`src/sv/nplk_pkg.sv`:
```
// ----------------------------------------------------------------------------
// nplk_pkg
// Shared widths, codes and controller/datapath handshake types for the
// nearest point label lookup core.
// ----------------------------------------------------------------------------
`default_nettype none

package nplk_pkg;

  localparam int SLOT_W  = 10;
  localparam int LABEL_W = 24;
  localparam int DIST_W  = 50;
  localparam int COUNT_W = 11;

  localparam logic ACT_LOAD  = 1'b0;
  localparam logic ACT_QUERY = 1'b1;

  localparam logic [COUNT_W-1:0] REF_COUNT_RESET = COUNT_W'(1);

  typedef struct packed {
    logic q_load;
    logic wr_en;
    logic scan_step;
    logic out_load;
  } cmd_t;

  typedef struct packed {
    logic scan_last;
    logic done;
    logic out_free;
  } status_t;

endpackage

`default_nettype wire

```
`src/sv/nplk_ctrl.sv`:
```
// ----------------------------------------------------------------------------
// nplk_ctrl
// Controller: accepts load and query beats, sequences the reference scan,
// waits for the pipeline to drain and hands the result to the output stage.
// ----------------------------------------------------------------------------
`default_nettype none

module nplk_ctrl (
  input  wire logic              clk_i,
  input  wire logic              rst_ni,
  input  wire logic              in_valid_i,
  input  wire logic              in_action_i,
  output logic                   in_ready_o,
  input  wire nplk_pkg::status_t status_i,
  output nplk_pkg::cmd_t         cmd_o
);

  import nplk_pkg::*;

  localparam logic [1:0] ST_IDLE   = 2'd0;
  localparam logic [1:0] ST_SCAN   = 2'd1;
  localparam logic [1:0] ST_DRAIN  = 2'd2;
  localparam logic [1:0] ST_FINISH = 2'd3;

  logic [1:0] state_q, state_d;
  logic       accept;

  assign in_ready_o = (state_q == ST_IDLE);
  assign accept     = in_valid_i & in_ready_o;

  always_comb begin
    cmd_o.wr_en     = accept & (in_action_i == ACT_LOAD);
    cmd_o.q_load    = accept & (in_action_i == ACT_QUERY);
    cmd_o.scan_step = (state_q == ST_SCAN);
    cmd_o.out_load  = (state_q == ST_FINISH) & status_i.out_free;
  end

  always_comb begin
    state_d = state_q;
    case (state_q)
      ST_IDLE: begin
        if (cmd_o.q_load) begin
          state_d = ST_SCAN;
        end
      end
      ST_SCAN: begin
        if (status_i.scan_last) begin
          state_d = ST_DRAIN;
        end
      end
      ST_DRAIN: begin
        if (status_i.done) begin
          state_d = ST_FINISH;
        end
      end
      ST_FINISH: begin
        if (status_i.out_free) begin
          state_d = ST_IDLE;
        end
      end
      default: state_d = ST_IDLE;
    endcase
  end

  always_ff @(posedge clk_i or negedge rst_ni) begin
    if (!rst_ni) begin
      state_q <= ST_IDLE;
    end else begin
      state_q <= state_d;
    end
  end

endmodule

`default_nettype wire

```
`config.mk`:
```
export PLATFORM = sky130hd
export DESIGN_NAME = nplk_ctrl
export DESIGN_NICKNAME = d
export VERILOG_FILES = /design/src/sv/nplk_pkg.sv /design/src/sv/nplk_ctrl.sv
export SDC_FILE = /design/constraint.sdc
export NUM_CORES = 1
export LEC_CHECK = 0
export BUFFER_PORTS_ARGS = -buffer_cell sky130_fd_sc_hd__buf_4
export CAP_MARGIN = 20
export CORE_AREA = 2 2 39 41
export CTS_CLUSTER_DIAMETER = 50
export DETAILED_ROUTE_END_ITERATION = 6
export DIE_AREA = 0 0 41 43
export HOLD_SLACK_MARGIN = 0.03
export PLACE_DENSITY_LB_ADDON = 0.05
export SLEW_MARGIN = 20
export SYNTH_ARGS = -nofsm -noshare
export SYNTH_HDL_FRONTEND = slang
export SYNTH_SLANG_ARGS = --single-unit
```
`constraint.sdc`:
```
create_clock -name clk_i -period 4.2 [get_ports clk_i]
set_clock_uncertainty 0.15 [all_clocks]
set_input_delay 0.84 -clock clk_i [delete_from_list [all_inputs] [get_ports clk_i]]
set_output_delay 0.84 -clock clk_i [all_outputs]
set_load 0.05 [all_outputs]
```
# [Word-level counts from Yosys, hierarchy flattened]
# Index checks and enable logic that the tools add are counted.
[word_totals] latchBits=0 ramBits=0 out_inout_bits=5 elab_cells=20 regBits=2 memories=0 in_bits=7 romBits=0
[op_classes] n_div=0 magnitude_cmp=0 n_reduce_logical=2 shift=0 n_addsub=0 bitwise_logic=5 multipliers=0 eq_ne=7 n_mux=5
[ops] op="$mux W2" n=4
[ops] op="$pmux W2 S4" n=1
[ops] op="$ne A2 B2 Y1 const B" n=3
[ops] op="$and A1 B1 Y1" n=4
[ops] op="$eq A2 B2 Y1 const B" n=2
[ops] op="$reduce_and A4 Y1" n=1
[ops] op="$eq A2 B1 Y1 const B" n=1
[ops] op="$logic_not A2 Y1" n=1
[ops] op="$ne A2 B1 Y1 const B" n=1
[ops] op="$not A1 Y1" n=1

# [Logic depth before layout (Yosys ltp)]
[logic_depth] depth_word=5 depth_mapped=5 mapped_depth_nobuf=5

# [Worst setup path before layout]
# No wires, ideal clock.
[synth_path] kind="reg2out" startpoint="reg state_q[0]" endpoint="out cmd_o[2] (netlist bit)" n_path_buf=0 t_arrival_ns=1.793 setup_slack_ns=1.417 stages_incl_launch_ff=5 required_ns=3.210 path_cell_list="dfrtp_1 -> inv_1 -> ha_1 -> nand2_1 -> nor2_1"
[synth_lines] item="start, declared" line_no="nplk_ctrl.sv:25" rtl="logic [1:0] state_q, state_d;"
[synth_lines] item="start signal, assigned" line_no="nplk_ctrl.sv:69" rtl="state_q <= state_d;"
[synth_lines] item="end, declared" line_no="nplk_ctrl.sv:15" rtl="output nplk_pkg::cmd_t cmd_o"

==> results by group <==
Run status
  – Outcome: completed

Clock tree
  – CTS buffer count: 3
  – H-tree depth: 1
  – Clock Pin Slew Worst Setup and Hold Paths: 30 ps
  – Post-CTS Setup Inserts: 0
  – CTS tree: built
  – Clock sink total: 2
  – CTS root buf: clkbuf_4
  – Worst skew pair latency: between 200 and 250 ps
  – Post-cts hold buffer count: 0
  – Clk buf depth: 2
  – CTS resizes: 0

Yosys
  – Synth top area cells: ha_1, dfrtp_1, nor2b_1
  – Top cell type's share of synthesized area: 0.303
  – Sequential-to-total area share from yosys stat: 0.242
  – Netlist Area Pre-Place: 206 um2
  – Syn_nets: 33
  – Synth warnings: 0
  – Syn Area/Cell: 9.83 um2
  – Cell taking the most area after synthesis: ha_1
  – Netlist cell types: 11
  – Yosys reg bits: 2
  – Syn Inst Count: 21

Cells and area
  – Antenna cells: 0
  – Share of layout cells above drive strength 1: 0.457
  – Commonest non-fill, non-tap cell in the layout: buf_4
  – Syn-to-layout area delta: 60.6%
  – Top Registers: state_q: 2 flops
  – Commonest non-fill, non-tap cells in the layout: buf_4, ha_1, inv_1, nor2b_1, clkbuf_4
  – Post-layout nets: 49
  – Fillers: around 150
  – Largest reg by FF count: state_q
  – Fin area: 332 um2
  – Final core utilization: 0.240
  – Max reg flops: 2

STA
  – Setup TNS: 0 ps
  – Relative slew slack: 0.719
  – Least-Margin Pin Slew: 420 ps
  – Setup Viol. Count Final: 0
  – Setup slack after layout: 1830 ps
  – RSZ-0062 raised after global routing: no
  – Period Utilization, post-route: 0.564
  – Slew Limit Fails: 0
  – Final min period: 2370 ps
  – Final count of hold timing violations: 0
  – Post-Route Hold Slack: 238 ps
  – Fmax achieved: 422 MHz

Die
  – Core ar.: 0.00138 mm2
  – Die span in y: approximately 43 um
  – Starting Density: 0.149
  – Die area: 0.00176 mm2
  – I/O pin count: 12
  – Die X-Extent: 41 um
  – Row cnt: 14

Worst setup path
  – Reg2reg setup slack: around 2200 ps
  – Crit. End Element: primary output
  – CP required: ~3200 ps
  – CP arrival: between 1000 and 1500 ps
  – CP startpoint kind: flip-flop
  – Max Fanout on Critical Path: 4
  – Crit path kind: reg -> out

Routing
  – Drt wl/cell: 9.16 um
  – Vias: about 190
  – Via/cell ratio: 3.76
  – DR pass1 iterations: 3
  – Antenna-violating nets left: 0
  – Initial DRC count: 6
  – Residual DRC count: 0
  – Drt total wl: ~470 um

Global route
  – Gr usage total: 0.0723
  – Pin count of the biggest net entering global routing: 5
  – Initial antenna violation count: 0
  – Vias in the first global route: 190
  – GRT busiest layer: met2
  – GR Layer Usage met1: 0.0772
  – Remaining global-route overflow: 0
  – Met2 Track Usage GR: 0.0844
  – Wire length of the first global-routing pass: 772 um
  – Met3 usage: 0.0471

Run
  – Max cap viols: 0

Hold path
  – Min-Delay Path Class: in -> async

Pwr
  – Comb power frac: 0.682
  – Pwr dens: 783 mW/mm2
  – Pleak: 0.180 nW
  – Part of the power in the clock network: 0.166
  – Internal power: 130 uW
  – Reported net switching power: approximately 130 uW
  – Sequential Power Share: 0.152
  – Peak VDD IR: 0.219 mV
  – Switching share of power: 0.498

Place
  – Dpl hpwl: 383 um
  – PortBufs: 11
  – Placed Area: ~310 um2
  – Post-Place Worst Slack: 1920 ps
  – Gpl congestion: 0.655
power by group through the flow:
stage / Clock [mW] / Sequential (mW) / Combinational [mW]
after detailed placement: 0 / 0.0399 / 0.180
after CTS: 0.0468 / 0.0397 / 0.181
after global routing: 0.0502 / 0.0412 / 0.196
after global placement: 0 / 0.0409 / 0.179
after floorplan: 0 / 0.0380 / 0.139
final: 0.0430 / 0.0395 / 0.177
layer usage:
| layer | wire (um) | vias up |
|---|---|---|
| li1 | - | 96 |
| met1 | 197 | 86 |
| met4 | 0 | 0 |
| met3 | 54 | 0 |
| met5 | 0 | - |
| met2 | 215 | 10 |
cells by family after synthesis:
family,after synthesis,share of synthesized area
fa+ha+maj,5,0.303
flops,2,0.242
compound gates,1,0.0727
mux,2,0.103
buf+inv,3,0.0545
simple gates,8,0.224
final timing paths:
| check | from | endpoint | cells after the start |
|---|---|---|---|
| worst max-delay path | state_q[0] | cmd_o[2] | 5 |
| worst min-delay path | rst_ni | state_q[0] | 1 |
| worst max register to register | state_q[0] | state_q[1] | 5 |
| worst min register to register | state_q[1] | state_q[1] | 1 |
| max in group asynchronous | rst_ni | state_q[1] | 1 |
| min in group clk_i | state_q[1] | state_q[1] | 1 |
per-stage QoR:
stage               power, mW  std cells
finish                  0.259         51
global placement        0.220         48
CTS                     0.267         51
floorplan               0.177         21
global route            0.288         51
detailed placement      0.220         48
worst max-delay path, stage by stage, from the launching register on:
cell     delay [ps]
dfrtp_1         390
inv_1           130
ha_1            260
nand2_1          70
nor2_1          100
buf_4           200
synthesized netlist by cell type:
library cell and number:
ha_1 5, inv_1 3, nor2b_1 3, dfrtp_1 2, nor2_1 2, a2111oi_2 1
and2_1 1, mux2_1 1, mux2i_1 1, nand2_1 1, nand3_2 1
layout make-up:
| cell class | instances | area, um2 | share of cell area |
|---|---|---|---|
| well taps | 16 | 20.0 | 0.0604 |
| flip-flops and latches | 2 | 50.0 | 0.151 |
| repair buffers | 11 | 82.6 | 0.249 |
| multi-input cells | 16 | 145 | 0.438 |
| clock buffers | 3 | 22.5 | 0.0679 |
| inverters | 3 | 11.3 | 0.0340 |
No activity file was read; power rests on OpenSTA's default activity.
